`config.mk`:
```
export PLATFORM = sky130hd
export DESIGN_NAME = lfu_cache_replacement
export DESIGN_NICKNAME = d
export VERILOG_FILES = /design/src/sv/lfucr_pkg.sv /design/src/sv/lfucr_cell.sv /design/src/sv/lfu_cache_replacement.sv
export SDC_FILE = /design/constraint.sdc
export NUM_CORES = 2
export LEC_CHECK = 0
export ABC_AREA = 1
export ABC_CLOCK_PERIOD_IN_PS = 7500
export BUFFER_PORTS_ARGS = -buffer_cell sky130_fd_sc_hd__clkbuf_2
export CORE_MARGIN = 5
export CORE_UTILIZATION = 23
export DETAILED_ROUTE_END_ITERATION = 7
export PLACE_DENSITY = 0.37
export SYNTH_ARGS = -nofsm -noshare
export SYNTH_HDL_FRONTEND = slang
export SYNTH_SLANG_ARGS = --single-unit
export TNS_END_PERCENT = 100
```
`constraint.sdc`:
```
create_clock -name clk -period 7.5 [get_ports clk]
set_input_delay 1.5 -clock clk [delete_from_list [all_inputs] [get_ports clk]]
set_output_delay 1.5 -clock clk [all_outputs]
set_load 0.02 [all_outputs]
```
`src/sv/lfucr_pkg.sv`:
```
// ----------------------------------------------------------------------------
// lfucr_pkg
// Shared types and constants of the LFU cache with LRU tie break.
// ----------------------------------------------------------------------------
package lfucr_pkg;

	localparam int ENTRIES_DEF    = 16;
	localparam int KEY_BITS_DEF   = 32;
	localparam int VALUE_BITS_DEF = 32;
	localparam int COUNT_BITS_DEF = 16;

	localparam int         CAP_W     = 5;
	localparam logic [4:0] CAP_RESET = 5'd16;
	localparam int         CMP_W     = 7;
	localparam int         ADDR_W    = 2;
	localparam int         DATA_W    = 32;

	localparam logic [ADDR_W-1:0] REG_CAPACITY = 2'd0;

	typedef enum logic [1:0] {
		CELL_NOP,
		CELL_TOUCH,
		CELL_EVICT,
		CELL_INSERT
	} cell_op_t;

	typedef struct packed {
		cell_op_t op;
		logic     wr_data;
	} cell_cmd_t;

endpackage

```
`src/sv/lfucr_cell.sv`:
```
// ----------------------------------------------------------------------------
// lfucr_cell
// One cache slot: key, value, use count and recency rank, updated by a
// command that is broadcast to the whole row of slots.
// ----------------------------------------------------------------------------
module lfucr_cell #(
	parameter int ENTRIES    = lfucr_pkg::ENTRIES_DEF,
	parameter int KEY_BITS   = lfucr_pkg::KEY_BITS_DEF,
	parameter int VALUE_BITS = lfucr_pkg::VALUE_BITS_DEF,
	parameter int COUNT_BITS = lfucr_pkg::COUNT_BITS_DEF,
	localparam int RW        = $clog2(ENTRIES)
) (
	input  logic                  clk,
	input  logic                  arst_n,
	input  lfucr_pkg::cell_cmd_t  cmd,
	input  logic                  sel,
	input  logic [RW-1:0]         ref_rank,
	input  logic [KEY_BITS-1:0]   wkey,
	input  logic [VALUE_BITS-1:0] wdata,
	output logic                  valid,
	output logic [KEY_BITS-1:0]   key,
	output logic [VALUE_BITS-1:0] data,
	output logic [COUNT_BITS-1:0] count,
	output logic [RW-1:0]         rank
);

	logic                  valid_q;
	logic [KEY_BITS-1:0]   key_q;
	logic [VALUE_BITS-1:0] data_q;
	logic [COUNT_BITS-1:0] count_q;
	logic [RW-1:0]         rank_q;

	always_ff @(posedge clk or negedge arst_n) begin
		if (!arst_n) begin
			valid_q <= 1'b0;
		end else begin
			if (cmd.op == lfucr_pkg::CELL_EVICT && sel) begin
				valid_q <= 1'b0;
			end else if (cmd.op == lfucr_pkg::CELL_INSERT && sel) begin
				valid_q <= 1'b1;
			end
		end
	end

	always_ff @(posedge clk) begin
		case (cmd.op)
			lfucr_pkg::CELL_TOUCH: begin
				if (sel) begin
					rank_q <= '0;
					if (count_q != '1) begin
						count_q <= count_q + 1'b1;
					end
					if (cmd.wr_data) begin
						data_q <= wdata;
					end
				end else if (valid_q && rank_q < ref_rank) begin
					rank_q <= rank_q + 1'b1;
				end
			end
			lfucr_pkg::CELL_EVICT: begin
				if (!sel && valid_q && rank_q > ref_rank) begin
					rank_q <= rank_q - 1'b1;
				end
			end
			lfucr_pkg::CELL_INSERT: begin
				if (sel) begin
					key_q   <= wkey;
					data_q  <= wdata;
					count_q <= COUNT_BITS'(1);
					rank_q  <= '0;
				end else if (valid_q) begin
					rank_q <= rank_q + 1'b1;
				end
			end
			default: begin
			end
		endcase
	end

	assign valid = valid_q;
	assign key   = key_q;
	assign data  = data_q;
	assign count = count_q;
	assign rank  = rank_q;

endmodule

```
`src/sv/lfu_cache_replacement.sv`:
```
// ----------------------------------------------------------------------------
// lfu_cache_replacement
// Fully associative key/value cache with LFU replacement and LRU tie break.
// ----------------------------------------------------------------------------
// A request (req_type, req_key, write_value) is a transfer on the input
// channel; every request yields one result transfer (hit, read_value,
// evicted, evicted_key) on the output channel. One request is worked on at
// a time, and in_stall stays high until its result sits in the output
// register. A put miss at full capacity walks the row of slots one slot per
// cycle to find the victim; that walk sets the worst-case rate while
// out_stall is low. The result is offered in the same cycle in which
// in_stall drops. The output register holds it while out_stall is high; a
// new request may be accepted meanwhile, but its result waits until the
// register is free. Reset empties all slots and sets capacity_in_use to 16.
// The user must write capacity_in_use through the APB port at address 0
// only while no request is in flight; the block leaves this check to the user.
// ----------------------------------------------------------------------------
module lfu_cache_replacement #(
	parameter int ENTRIES    = lfucr_pkg::ENTRIES_DEF,
	parameter int KEY_BITS   = lfucr_pkg::KEY_BITS_DEF,
	parameter int VALUE_BITS = lfucr_pkg::VALUE_BITS_DEF,
	parameter int COUNT_BITS = lfucr_pkg::COUNT_BITS_DEF
) (
	input  logic                           clk,
	input  logic                           arst_n,
	input  logic                           psel,
	input  logic                           penable,
	input  logic                           pwrite,
	input  logic [lfucr_pkg::ADDR_W-1:0]   paddr,
	input  logic [lfucr_pkg::DATA_W-1:0]   pwdata,
	output logic [lfucr_pkg::DATA_W-1:0]   prdata,
	output logic                           pready,
	input  logic                           in_valid,
	output logic                           in_stall,
	input  logic                           req_type,
	input  logic [KEY_BITS-1:0]            req_key,
	input  logic [VALUE_BITS-1:0]          write_value,
	output logic                           out_valid,
	input  logic                           out_stall,
	output logic                           hit,
	output logic [VALUE_BITS-1:0]          read_value,
	output logic                           evicted,
	output logic [KEY_BITS-1:0]            evicted_key
);

	localparam int RW = $clog2(ENTRIES);
	localparam int UW = $clog2(ENTRIES + 1);

	typedef enum logic [2:0] {
		ST_IDLE,
		ST_LOOK,
		ST_SCAN,
		ST_EVICT,
		ST_INSERT,
		ST_RESP
	} state_t;

	state_t                          state_q;
	logic [lfucr_pkg::CAP_W-1:0]     cap_q;
	logic                            is_put_q;
	logic [KEY_BITS-1:0]             key_q;
	logic [VALUE_BITS-1:0]           val_q;
	logic [RW-1:0]                   idx_q;
	logic                            cand_vld_q;
	logic [RW-1:0]                   cand_idx_q;
	logic [COUNT_BITS-1:0]           cand_cnt_q;
	logic [RW-1:0]                   cand_rank_q;
	logic                            res_hit_q;
	logic [VALUE_BITS-1:0]           res_val_q;
	logic                            res_ev_q;
	logic [KEY_BITS-1:0]             res_key_q;
	logic                            out_valid_q;
	logic                            hit_q;
	logic [VALUE_BITS-1:0]           read_value_q;
	logic                            evicted_q;
	logic [KEY_BITS-1:0]             evicted_key_q;

	logic [ENTRIES-1:0]              c_valid;
	logic [KEY_BITS-1:0]             c_key   [ENTRIES];
	logic [VALUE_BITS-1:0]           c_data  [ENTRIES];
	logic [COUNT_BITS-1:0]           c_count [ENTRIES];
	logic [RW-1:0]                   c_rank  [ENTRIES];

	lfucr_pkg::cell_cmd_t            cmd;
	logic [RW-1:0]                   sel_idx;
	logic [RW-1:0]                   ref_rank;
	logic                            found;
	logic [RW-1:0]                   found_idx;
	logic                            free_ok;
	logic [RW-1:0]                   free_idx;
	logic [UW-1:0]                   used;
	logic [lfucr_pkg::CMP_W-1:0]     cap_x;
	logic [lfucr_pkg::CMP_W-1:0]     lim;
	logic                            full;
	logic                            better;
	logic                            cfg_wr;

	genvar g;
	generate
		for (g = 0; g < ENTRIES; g++) begin : g_cell
			lfucr_cell #(
				.ENTRIES    (ENTRIES),
				.KEY_BITS   (KEY_BITS),
				.VALUE_BITS (VALUE_BITS),
				.COUNT_BITS (COUNT_BITS)
			) u_cell (
				.clk      (clk),
				.arst_n   (arst_n),
				.cmd      (cmd),
				.sel      (sel_idx == RW'(g)),
				.ref_rank (ref_rank),
				.wkey     (key_q),
				.wdata    (val_q),
				.valid    (c_valid[g]),
				.key      (c_key[g]),
				.data     (c_data[g]),
				.count    (c_count[g]),
				.rank     (c_rank[g])
			);
		end
	endgenerate

	always_comb begin
		found     = 1'b0;
		found_idx = '0;
		free_ok   = 1'b0;
		free_idx  = '0;
		used      = '0;
		for (int i = ENTRIES - 1; i >= 0; i--) begin
			if (c_valid[i] && c_key[i] == key_q) begin
				found     = 1'b1;
				found_idx = RW'(i);
			end
			if (!c_valid[i]) begin
				free_ok  = 1'b1;
				free_idx = RW'(i);
			end
		end
		for (int i = 0; i < ENTRIES; i++) begin
			used = used + UW'(c_valid[i]);
		end
	end

	assign cap_x = (cap_q == '0) ? lfucr_pkg::CMP_W'(1) : lfucr_pkg::CMP_W'(cap_q);
	assign lim   = (cap_x > lfucr_pkg::CMP_W'(ENTRIES)) ? lfucr_pkg::CMP_W'(ENTRIES) : cap_x;
	assign full  = lfucr_pkg::CMP_W'(used) >= lim;

	assign better = c_valid[idx_q] && (!cand_vld_q || c_count[idx_q] < cand_cnt_q ||
		(c_count[idx_q] == cand_cnt_q && c_rank[idx_q] > cand_rank_q));

	always_comb begin
		cmd.op      = lfucr_pkg::CELL_NOP;
		cmd.wr_data = 1'b0;
		sel_idx     = found_idx;
		ref_rank    = c_rank[found_idx];
		unique case (state_q)
			ST_LOOK: begin
				if (found) begin
					cmd.op      = lfucr_pkg::CELL_TOUCH;
					cmd.wr_data = is_put_q;
				end
			end
			ST_EVICT: begin
				cmd.op   = lfucr_pkg::CELL_EVICT;
				sel_idx  = cand_idx_q;
				ref_rank = cand_rank_q;
			end
			ST_INSERT: begin
				sel_idx = free_idx;
				if (free_ok) begin
					cmd.op = lfucr_pkg::CELL_INSERT;
				end
			end
			default: begin
			end
		endcase
	end

	always_ff @(posedge clk or negedge arst_n) begin
		if (!arst_n) begin
			state_q     <= ST_IDLE;
			out_valid_q <= 1'b0;
			idx_q       <= '0;
			cand_vld_q  <= 1'b0;
		end else begin
			if (out_valid_q && !out_stall && state_q != ST_RESP) begin
				out_valid_q <= 1'b0;
			end
			unique case (state_q)
				ST_IDLE: begin
					if (in_valid) begin
						state_q <= ST_LOOK;
					end
				end
				ST_LOOK: begin
					res_hit_q <= found;
					res_val_q <= (found && !is_put_q) ? c_data[found_idx] : '0;
					res_ev_q  <= 1'b0;
					res_key_q <= '0;
					idx_q     <= '0;
					cand_vld_q <= 1'b0;
					if (found || !is_put_q) begin
						state_q <= ST_RESP;
					end else if (full) begin
						state_q <= ST_SCAN;
					end else begin
						state_q <= ST_INSERT;
					end
				end
				ST_SCAN: begin
					if (better) begin
						cand_vld_q  <= 1'b1;
						cand_idx_q  <= idx_q;
						cand_cnt_q  <= c_count[idx_q];
						cand_rank_q <= c_rank[idx_q];
					end
					if (idx_q == RW'(ENTRIES - 1)) begin
						state_q <= ST_EVICT;
					end else begin
						idx_q <= idx_q + 1'b1;
					end
				end
				ST_EVICT: begin
					res_ev_q  <= 1'b1;
					res_key_q <= c_key[cand_idx_q];
					state_q   <= ST_INSERT;
				end
				ST_INSERT: begin
					state_q <= ST_RESP;
				end
				ST_RESP: begin
					if (!out_valid_q || !out_stall) begin
						out_valid_q   <= 1'b1;
						hit_q         <= res_hit_q;
						read_value_q  <= res_val_q;
						evicted_q     <= res_ev_q;
						evicted_key_q <= res_key_q;
						state_q       <= ST_IDLE;
					end
				end
				default: begin
					state_q <= ST_IDLE;
				end
			endcase
		end
	end

	always_ff @(posedge clk) begin
		if (state_q == ST_IDLE && in_valid) begin
			is_put_q <= req_type;
			key_q    <= req_key;
			val_q    <= write_value;
		end
	end

	assign cfg_wr = psel && penable && pwrite && pready;

	always_ff @(posedge clk or negedge arst_n) begin
		if (!arst_n) begin
			cap_q <= lfucr_pkg::CAP_RESET;
		end else if (cfg_wr && paddr == lfucr_pkg::REG_CAPACITY) begin
			cap_q <= pwdata[lfucr_pkg::CAP_W-1:0];
		end
	end

	assign pready = 1'b1;
	assign prdata = (paddr == lfucr_pkg::REG_CAPACITY) ?
		lfucr_pkg::DATA_W'(cap_q) : '0;

	assign in_stall    = state_q != ST_IDLE;
	assign out_valid   = out_valid_q;
	assign hit         = hit_q;
	assign read_value  = read_value_q;
	assign evicted     = evicted_q;
	assign evicted_key = evicted_key_q;

endmodule
```
== Yosys cells after proc, flatten, opt, wreduce, memory -nomap -nowiden ==
Index checks and enable logic that the tools add are counted.

* Flip-flop bits (word level): 1,595
* Input bits: 106
* Word-level logic and storage cells: 937

* Eq/ne operators: 160
* Reduce and logical (&&, ||, !) cells: 225
* Magnitude comparators: 40
* Bitwise operators: 3
* Multiplexer cells: 346
* Add/subtract/negate cells: 64

{| class="wikitable"
|+ Operators by type and width
! cell !! number
|-
| 32-bit 2-to-1 mux || 37
|-
| 32-bit case mux with 2 select lines || 17
|-
| 16-bit 2-to-1 mux || 50
|-
| 32-bit == test || 16
|-
| 16-bit case mux with 2 select lines || 16
|-
| 4-bit 2-to-1 mux || 118
|-
| 16-bit by 1-bit adder with 16-bit output (second input constant) || 16
|-
| 32-bit binary-select mux with 4-bit select || 2
|-
| 16-bit != test (second input constant) || 16
|-
| 4-bit case mux with 3 select lines || 16
|-
| 4-bit AND reduction || 48
|-
| 2-bit by 1-bit != test with 1-bit output (second input constant) || 63
|-
| 1-bit logical AND || 105
|-
| 3-bit by 1-bit != test with 1-bit output (second input constant) || 32
|-
| 1-bit 2-to-1 mux || 70
|-
| 4-bit by 1-bit adder with 4-bit output (second input constant) || 17
|-
| 4-bit > comparator || 17
|-
| 16-bit binary-select mux with 4-bit select || 1
|-
| 4-bit less-than comparator || 16
|-
| 4-bit by 1-bit subtractor with 4-bit output (second input constant) || 16
|-
| 5-bit by 1-bit adder with 5-bit output || 11
|-
| 2-bit AND reduction || 20
|-
| 2-bit nonzero test || 19
|-
| 4-bit == test (second input constant) || 9
|-
| other kinds (38) || 90
|}

== Depth between registers and ports, before layout ==
* Depth in word-level cells: 28
* Mapped depth: 44

== Hierarchy ==
A second synthesis with hierarchy kept.

* Cells, all modules: 8,640
* Area total of the unflattened synthesis: 83,126.0 um2

{| class="wikitable"
|+ Modules (own cells, without submodules)
! module !! cells an instance !! times used !! area each (um2)
|-
| lfucr_cell (g_cell[0].u_cell ...) || 245 || 13 || 3,333.2
|-
| lfu_cache_replacement || 4,736 || 1 || 29,788.6
|-
| lfucr_cell (g_cell[7].u_cell) || 238 || 1 || 3,342.0
|-
| lfucr_cell (g_cell[9].u_cell) || 239 || 1 || 3,339.5
|-
| lfucr_cell (g_cell[8].u_cell) || 242 || 1 || 3,324.4
|}

== Worst setup path before layout ==
Ideal clock, no wire load.

* Path type: reg-to-reg
* From: register key_q[18]
* To: register g_cell[8].u_cell.data_q[0] (enable)
* Arrival: 4.917 ns
* Clock period less this slack: 5.378 ns
* Slack: 2.122 ns
* Required time: 7.039 ns
* Path buffers: 2
* Cell stages (with the launch flop): 25
* Cells stage by stage: edfxtp_1 -> buf_2 -> buf_4 -> xor2_1 -> nor4_1 -> nand2_1 -> nor2_1 -> nand4_1 -> nand2_1 -> nand2_1 -> nand2_1 -> nand2_1 -> nand2_1 -> nand2_1 -> nand2_1 -> nand2_1 -> nand2_1 -> nand2_2 -> nand2_4 -> nand2_1 -> nand2_2 -> nand2_2 -> nor2_2 -> inv_2 -> nor3_1

* Cells in the longest elaborated chain, start to end: 23
* Elaborated cells between the ends (all ways): 76

{| class="wikitable"
|+ Ends and longest elaborated chain
! element !! line !! source
|-
| from (decl) || lfu_cache_replacement.sv:61 || <nowiki>logic [KEY_BITS-1:0] key_q;</nowiki>
|-
| from (signal assigned) || lfu_cache_replacement.sv:251 || <nowiki>key_q <= req_key;</nowiki>
|-
| 32-bit == test || lfu_cache_replacement.sv:130 || <nowiki>if (c_valid[i] && c_key[i] == key_q) begin</nowiki>
|-
| 1-bit logical AND || lfu_cache_replacement.sv:130 ||
|-
| 1-bit 2-to-1 mux (16 in series) || lfu_cache_replacement.sv:130 ||
|-
| 2-bit 2-to-1 mux || lfu_cache_replacement.sv:158 || <nowiki>if (found) begin</nowiki>
|-
| 2-bit case mux with 3 select lines || lfu_cache_replacement.sv:156 || <nowiki>unique case (state_q)</nowiki>
|-
| 2-bit == test / 2-bit by 1-bit == test with 1-bit output (equally long branches) || lfucr_cell.sv:46 || <nowiki>case (cmd.op)</nowiki>
|-
| 2-bit by 1-bit != test with 1-bit output (no line), or another cell as far along || - ||
|-
| 4-bit AND reduction (no line) * || - ||
|-
| to (signal assigned) || lfucr_cell.sv:54 || <nowiki>data_q <= wdata;</nowiki>
|-
| to (signal assigned) || lfucr_cell.sv:68 || <nowiki>data_q <= wdata;</nowiki>
|-
| to (decl) || lfucr_cell.sv:29 || <nowiki>logic [VALUE_BITS-1:0] data_q;</nowiki>
|}

Every way passes the cells marked *; elsewhere a longest branch is shown, timed or not.
A chain may end at the register's enable or synchronous reset.

== Final worst setup path ==
* From: register key_q[20]
* To: register g_cell[1].u_cell.rank_q[3] (enable)

* Cells in the longest elaborated chain, start to end: 27
* Elaborated cells between the ends (all ways): 87

{| class="wikitable"
|+ Ends and longest elaborated chain
! element !! line !! source
|-
| 32-bit == test || lfu_cache_replacement.sv:130 ||
|-
| 1-bit logical AND || lfu_cache_replacement.sv:130 ||
|-
| 4-bit 2-to-1 mux (16 in series) || lfu_cache_replacement.sv:130 ||
|-
| 4-bit inverter with 5-bit output (implied by the code) || lfu_cache_replacement.sv:155 || <nowiki>ref_rank = c_rank[found_idx];</nowiki>
|-
| 4-bit binary-select mux with 4-bit select || lfu_cache_replacement.sv:155 ||
|-
| 4-bit 2-to-1 mux (implied by the code) (2 in series) || lfu_cache_replacement.sv:155 ||
|-
| 4-bit 2-to-1 mux || lfu_cache_replacement.sv:156 ||
|-
| 4-bit less-than comparator / 4-bit > comparator (equally long branches) || lfucr_cell.sv:56, lfucr_cell.sv:61 ||
|-
| 1-bit logical AND, on equally long branches || lfucr_cell.sv:56, lfucr_cell.sv:61 ||
|-
| 3-bit by 1-bit != test with 1-bit output (no line) / 2-bit by 1-bit != test with 1-bit output (equally long branches) || - ||
|-
| 4-bit AND reduction (no line) * || - ||
|-
| to (signal assigned) || lfucr_cell.sv:57 || <nowiki>rank_q <= rank_q + 1'b1;</nowiki>
|-
| to (signal assigned) || lfucr_cell.sv:62 || <nowiki>rank_q <= rank_q - 1'b1;</nowiki>
|-
| to (signal assigned) || lfucr_cell.sv:72 || <nowiki>rank_q <= rank_q + 1'b1;</nowiki>
|-
| to (decl) || lfucr_cell.sv:31 || <nowiki>logic [RW-1:0] rank_q;</nowiki>
|}

Every way passes the cells marked *; elsewhere a longest branch is shown, timed or not. The select of a mux whose other input is x is not followed.

==> run metrics <==
overall via count from detail_route=about 61000; clock buffer depth=4; shortest period the worst path allows=between 6 and 7 ns; setup slack of the critical path after layout=roughly 0.85 ns; 1st-iter DRT viols=between 5000 and 6000; P&R area growth vs syn=15.92%; cell types occupying the most area after synthesis=sky130_fd_sc_hd__edfxtp_1 59%, sky130_fd_sc_hd__nand2_1 5.6%, sky130_fd_sc_hd__inv_1 4.4%, sky130_fd_sc_hd__o21ai_0 3.7%, sky130_fd_sc_hd__nand3_1 3.4%; TritonCTS clock tree=yes; dominant synthesized flop cell=sky130_fd_sc_hd__edfxtp_1; cell family contributing the most delay on the critical path=simple AND/OR/NAND/NOR gates; Max-cap violations=0; number of buffers created by CTS=~200; sequential area share after synthesis=59.47%; unrepaired setup endpoints after global routing=no; most common cell in the synthesized netlist=sky130_fd_sc_hd__edfxtp_1; worst slew margin relative to its limit=between 10% and 20%; final cell count without fillers=about 13000; worst reg-to-reg setup slack=between 0.8 and 0.9 ns; total negative slack=0 ns; Critical Path Slowest Stage Cell=sky130_fd_sc_hd__nor4_1; detailed-route wire length per cell=roughly 25 microns; core footprint=about 350000 sq um; maximum number of pins on one net before global-route repair=240; category of the critical setup timing path=reg -> reg; cell count after placement=roughly 12000; via density per instance=4.778; pre-CTS worst setup slack=between 0.8 and 0.9 ns; Resized cells post-CTS=0; actual slew at the worst max-slew pin=1.343 ns; layout cells sized above 1=approximately a tenth; setup repair bufs after CTS=0; Avg Cell Area, Syn=10.11 sq um; proportion of register bits with asynchronous set or reset after synthesis=around 1.9%; CTS sink cnt=roughly 1600; final net count=around 8300; Port-buffer cells=approximately 150; max-slew violation total from the final report=0; I/O pins=a little over 200; Reg clk slew, reported paths=about 0.06 ns; most frequent cells after synthesis=1565 x sky130_fd_sc_hd__edfxtp_1, 1199 x sky130_fd_sc_hd__nand2_1, 940 x sky130_fd_sc_hd__inv_1; hold crit path type=reg -> reg; Crit path required time=around 8 ns; cell type with the largest total area after synthesis=sky130_fd_sc_hd__edfxtp_1; number of global-route vias before repair=59770; outcome=finished, final reports clean; Critical path buffers and inverters=4; DPL Wire Length=roughly 210 mm; CTS H-tree lvls=4; overall track demand over capacity in global routing=between 15 and 20%; category of the worst setup path launch point=register; max incr delay on CP=about 0.73 ns; Post-Syn Instances=between 7000 and 8000; flip-flop and latch count after synthesis=1595; hold buffer count at cts=0; Horiz. Die Dim=about 600 microns; total of warnings raised by yosys=0; Finish-stage setup viols=0; fraction of synthesized cell area taken by the top area cell type=around 59%; vertical die dimension=between 600 and 700 microns; Congestion Overflow GR=0; final estimated routing congestion in global placement=between 0.8 and 0.9; Power Density=between 200 and 300 nW/um^2; standard-cell rows=about 220; CP Max Fanout=32; overall power after layout=0.02738 W; data arrival time at the worst-slack endpoint=around 7.2 ns; number of flops mapped to enable cells by yosys=~1600; insertion delay to the later sink of the worst-skew pair=approximately 0.90 ns; number of failing hold endpoints at the final stage=0; number of antenna violations at the first check in global routing=26; clock tree root driver cell=sky130_fd_sc_hd__clkbuf_16; Routed Antenna Nets=0; Hold WS=between 0.3 and 0.4 ns; Post-Syn Area=around 80000 sq um; count of TritonRoute iterations in the first routing pass=7; post-route clock period utilization=roughly nine tenths; drt total wl=318.7 mm; wire length of the first global-routing pass=451.4 mm; maximum vdd drop=0.4026 mV; initial standard-cell utilization of the core=between 20 and 25%; cells along the critical path=buf_4, buf_4, xnor2_1, nand4_1, nor4_1, nand4_1, nand2_1, nor2_1, nand2_4, buf_4, nand2_1, nand3_1, nand3_1, nand2_1, buf_4, ha_1, nand2_1, nor2_1, a211oi_1, o21ai_0, nand2_1, o21ai_1, nor2_1; endpoint class of the critical path=register; Leakage Power=approximately 34 nW; maximum clock skew at final layout=0.09386 ns; post-synthesis cell type count=68; most used cell, CP=sky130_fd_sc_hd__nand2_1; die area=roughly 360000 sq um; Highest Clock Rate=150.4 MHz; DRC viols=0
## cell usage in the layout, fill, tap and decap left out, types with 106 or more instances in the layout
| cell type | instances |
|---|---|
| sky130_fd_sc_hd__xor2_1 | 165 |
| sky130_fd_sc_hd__clkbuf_2 | 151 |
| sky130_fd_sc_hd__buf_4 | 164 |
| sky130_fd_sc_hd__o211ai_1 | 219 |
| sky130_fd_sc_hd__a21oi_1 | 547 |
| sky130_fd_sc_hd__edfxtp_1 | 1565 |
| sky130_fd_sc_hd__nand4_1 | 106 |
| sky130_fd_sc_hd__nand3_1 | 553 |
| sky130_fd_sc_hd__o21ai_0 | 589 |
| sky130_fd_sc_hd__nor2_1 | 507 |
| sky130_fd_sc_hd__inv_1 | 935 |
| sky130_fd_sc_hd__xnor2_1 | 110 |
| sky130_fd_sc_hd__nand2_1 | 1195 |
| sky130_fd_sc_hd__o22ai_1 | 137 |
| sky130_fd_sc_hd__ha_1 | 143 |
| sky130_fd_sc_hd__clkbuf_16 | 201 |
## metal layers
metal	global-route usage (%)	vias to the layer above	part of all wire, %
li1	-	28170	-
met1	24.21	30560	46
met2	26.47	2055	44
met3	2.315	473	5.7
met4	5.629	8	3.6
met5	0	-	0.018
## sequential cells by signal, summed over array words and instances (netlist names), 4 cells and up
name,flops
cand_cnt_q,16
cand_idx_q,4
cand_rank_q,4
cap_q,5
evicted_key,32
g_cell.u_cell.count,256
g_cell.u_cell.data,512
g_cell.u_cell.key,512
g_cell.u_cell.rank,64
g_cell.u_cell.valid,16
idx_q,4
key_q,32
read_value,32
res_key_q,32
res_val_q,32
val_q,32
## worst register-to-register path: stages (launching register included)
cell and delay, ns:
sky130_fd_sc_hd__edfxtp_1 0.63, sky130_fd_sc_hd__buf_4 0.34, sky130_fd_sc_hd__buf_4 0.31, sky130_fd_sc_hd__xnor2_1 0.17
sky130_fd_sc_hd__nand4_1 0.28, sky130_fd_sc_hd__nor4_1 0.73, sky130_fd_sc_hd__nand4_1 0.47, sky130_fd_sc_hd__nand2_1 0.29
sky130_fd_sc_hd__nor2_1 0.15, sky130_fd_sc_hd__nand2_4 0.21, sky130_fd_sc_hd__buf_4 0.54, sky130_fd_sc_hd__nand2_1 0.17
sky130_fd_sc_hd__nand3_1 0.13, sky130_fd_sc_hd__nand3_1 0.07, sky130_fd_sc_hd__nand2_1 0.22, sky130_fd_sc_hd__buf_4 0.26
sky130_fd_sc_hd__ha_1 0.28, sky130_fd_sc_hd__nand2_1 0.10, sky130_fd_sc_hd__nor2_1 0.05, sky130_fd_sc_hd__a211oi_1 0.23
sky130_fd_sc_hd__o21ai_0 0.15, sky130_fd_sc_hd__nand2_1 0.12, sky130_fd_sc_hd__o21ai_1 0.07, sky130_fd_sc_hd__nor2_1 0.35
## stage by stage
step           util (%)  area (sq um)
2_1_floorplan         -         80390
3_3_place_gp      24.88         86730
3_5_place_dp      24.88         86730
4_1_cts           26.69         93050
5_1_grt           26.69         93050
6_report          26.70         93070
## layout make-up
class / count / area, sq um
tap: 4599 / 5754
clock buffer: 266 / 5344
antenna: 10 / 25.02
multi-input combinational: 4927 / 27140
inverter: 992 / 3740
timing repair buffer: 333 / 2347
clock inverter: 99 / 968.4
sequential: 1595 / 47760
fill: 36840 / 255500
## final timing paths
kind                           start                  endpoint  depth (start not counted)
max                        key_q[20]  g_cell[1].u_cell.rank[3]                         23
min                        res_hit_q                       hit                          0
max reg2reg                key_q[20]  g_cell[1].u_cell.rank[3]                         23
min reg2reg                res_hit_q                       hit                          0
max in group asynchronous     arst_n                  idx_q[1]                          2
min in group asynchronous     arst_n                  cap_q[2]                          2
## report_power, final
part	total, W	switching (W)	internal, W
Clock	0.00951	0.00405	0.00546
Combinational	0.00617	0.00441	0.00176
Sequential	0.0117	0.000742	0.0110
Total	0.0274	0.00920	0.0182
## cells by family (layout without fill, tap and decap cells)
kind of cell,count (synthesis),after routing,synth area share [%]
simple gates,2694,2694,14.79
compound gates,1777,1777,12.93
flops,1595,1595,59.47
buf+inv,1448,1690,7.330
xor+xnor,275,275,3.000
fa+ha+maj,153,153,2.478
other cells,2,38,0.009353
Power figures use the tool's default switching activity.
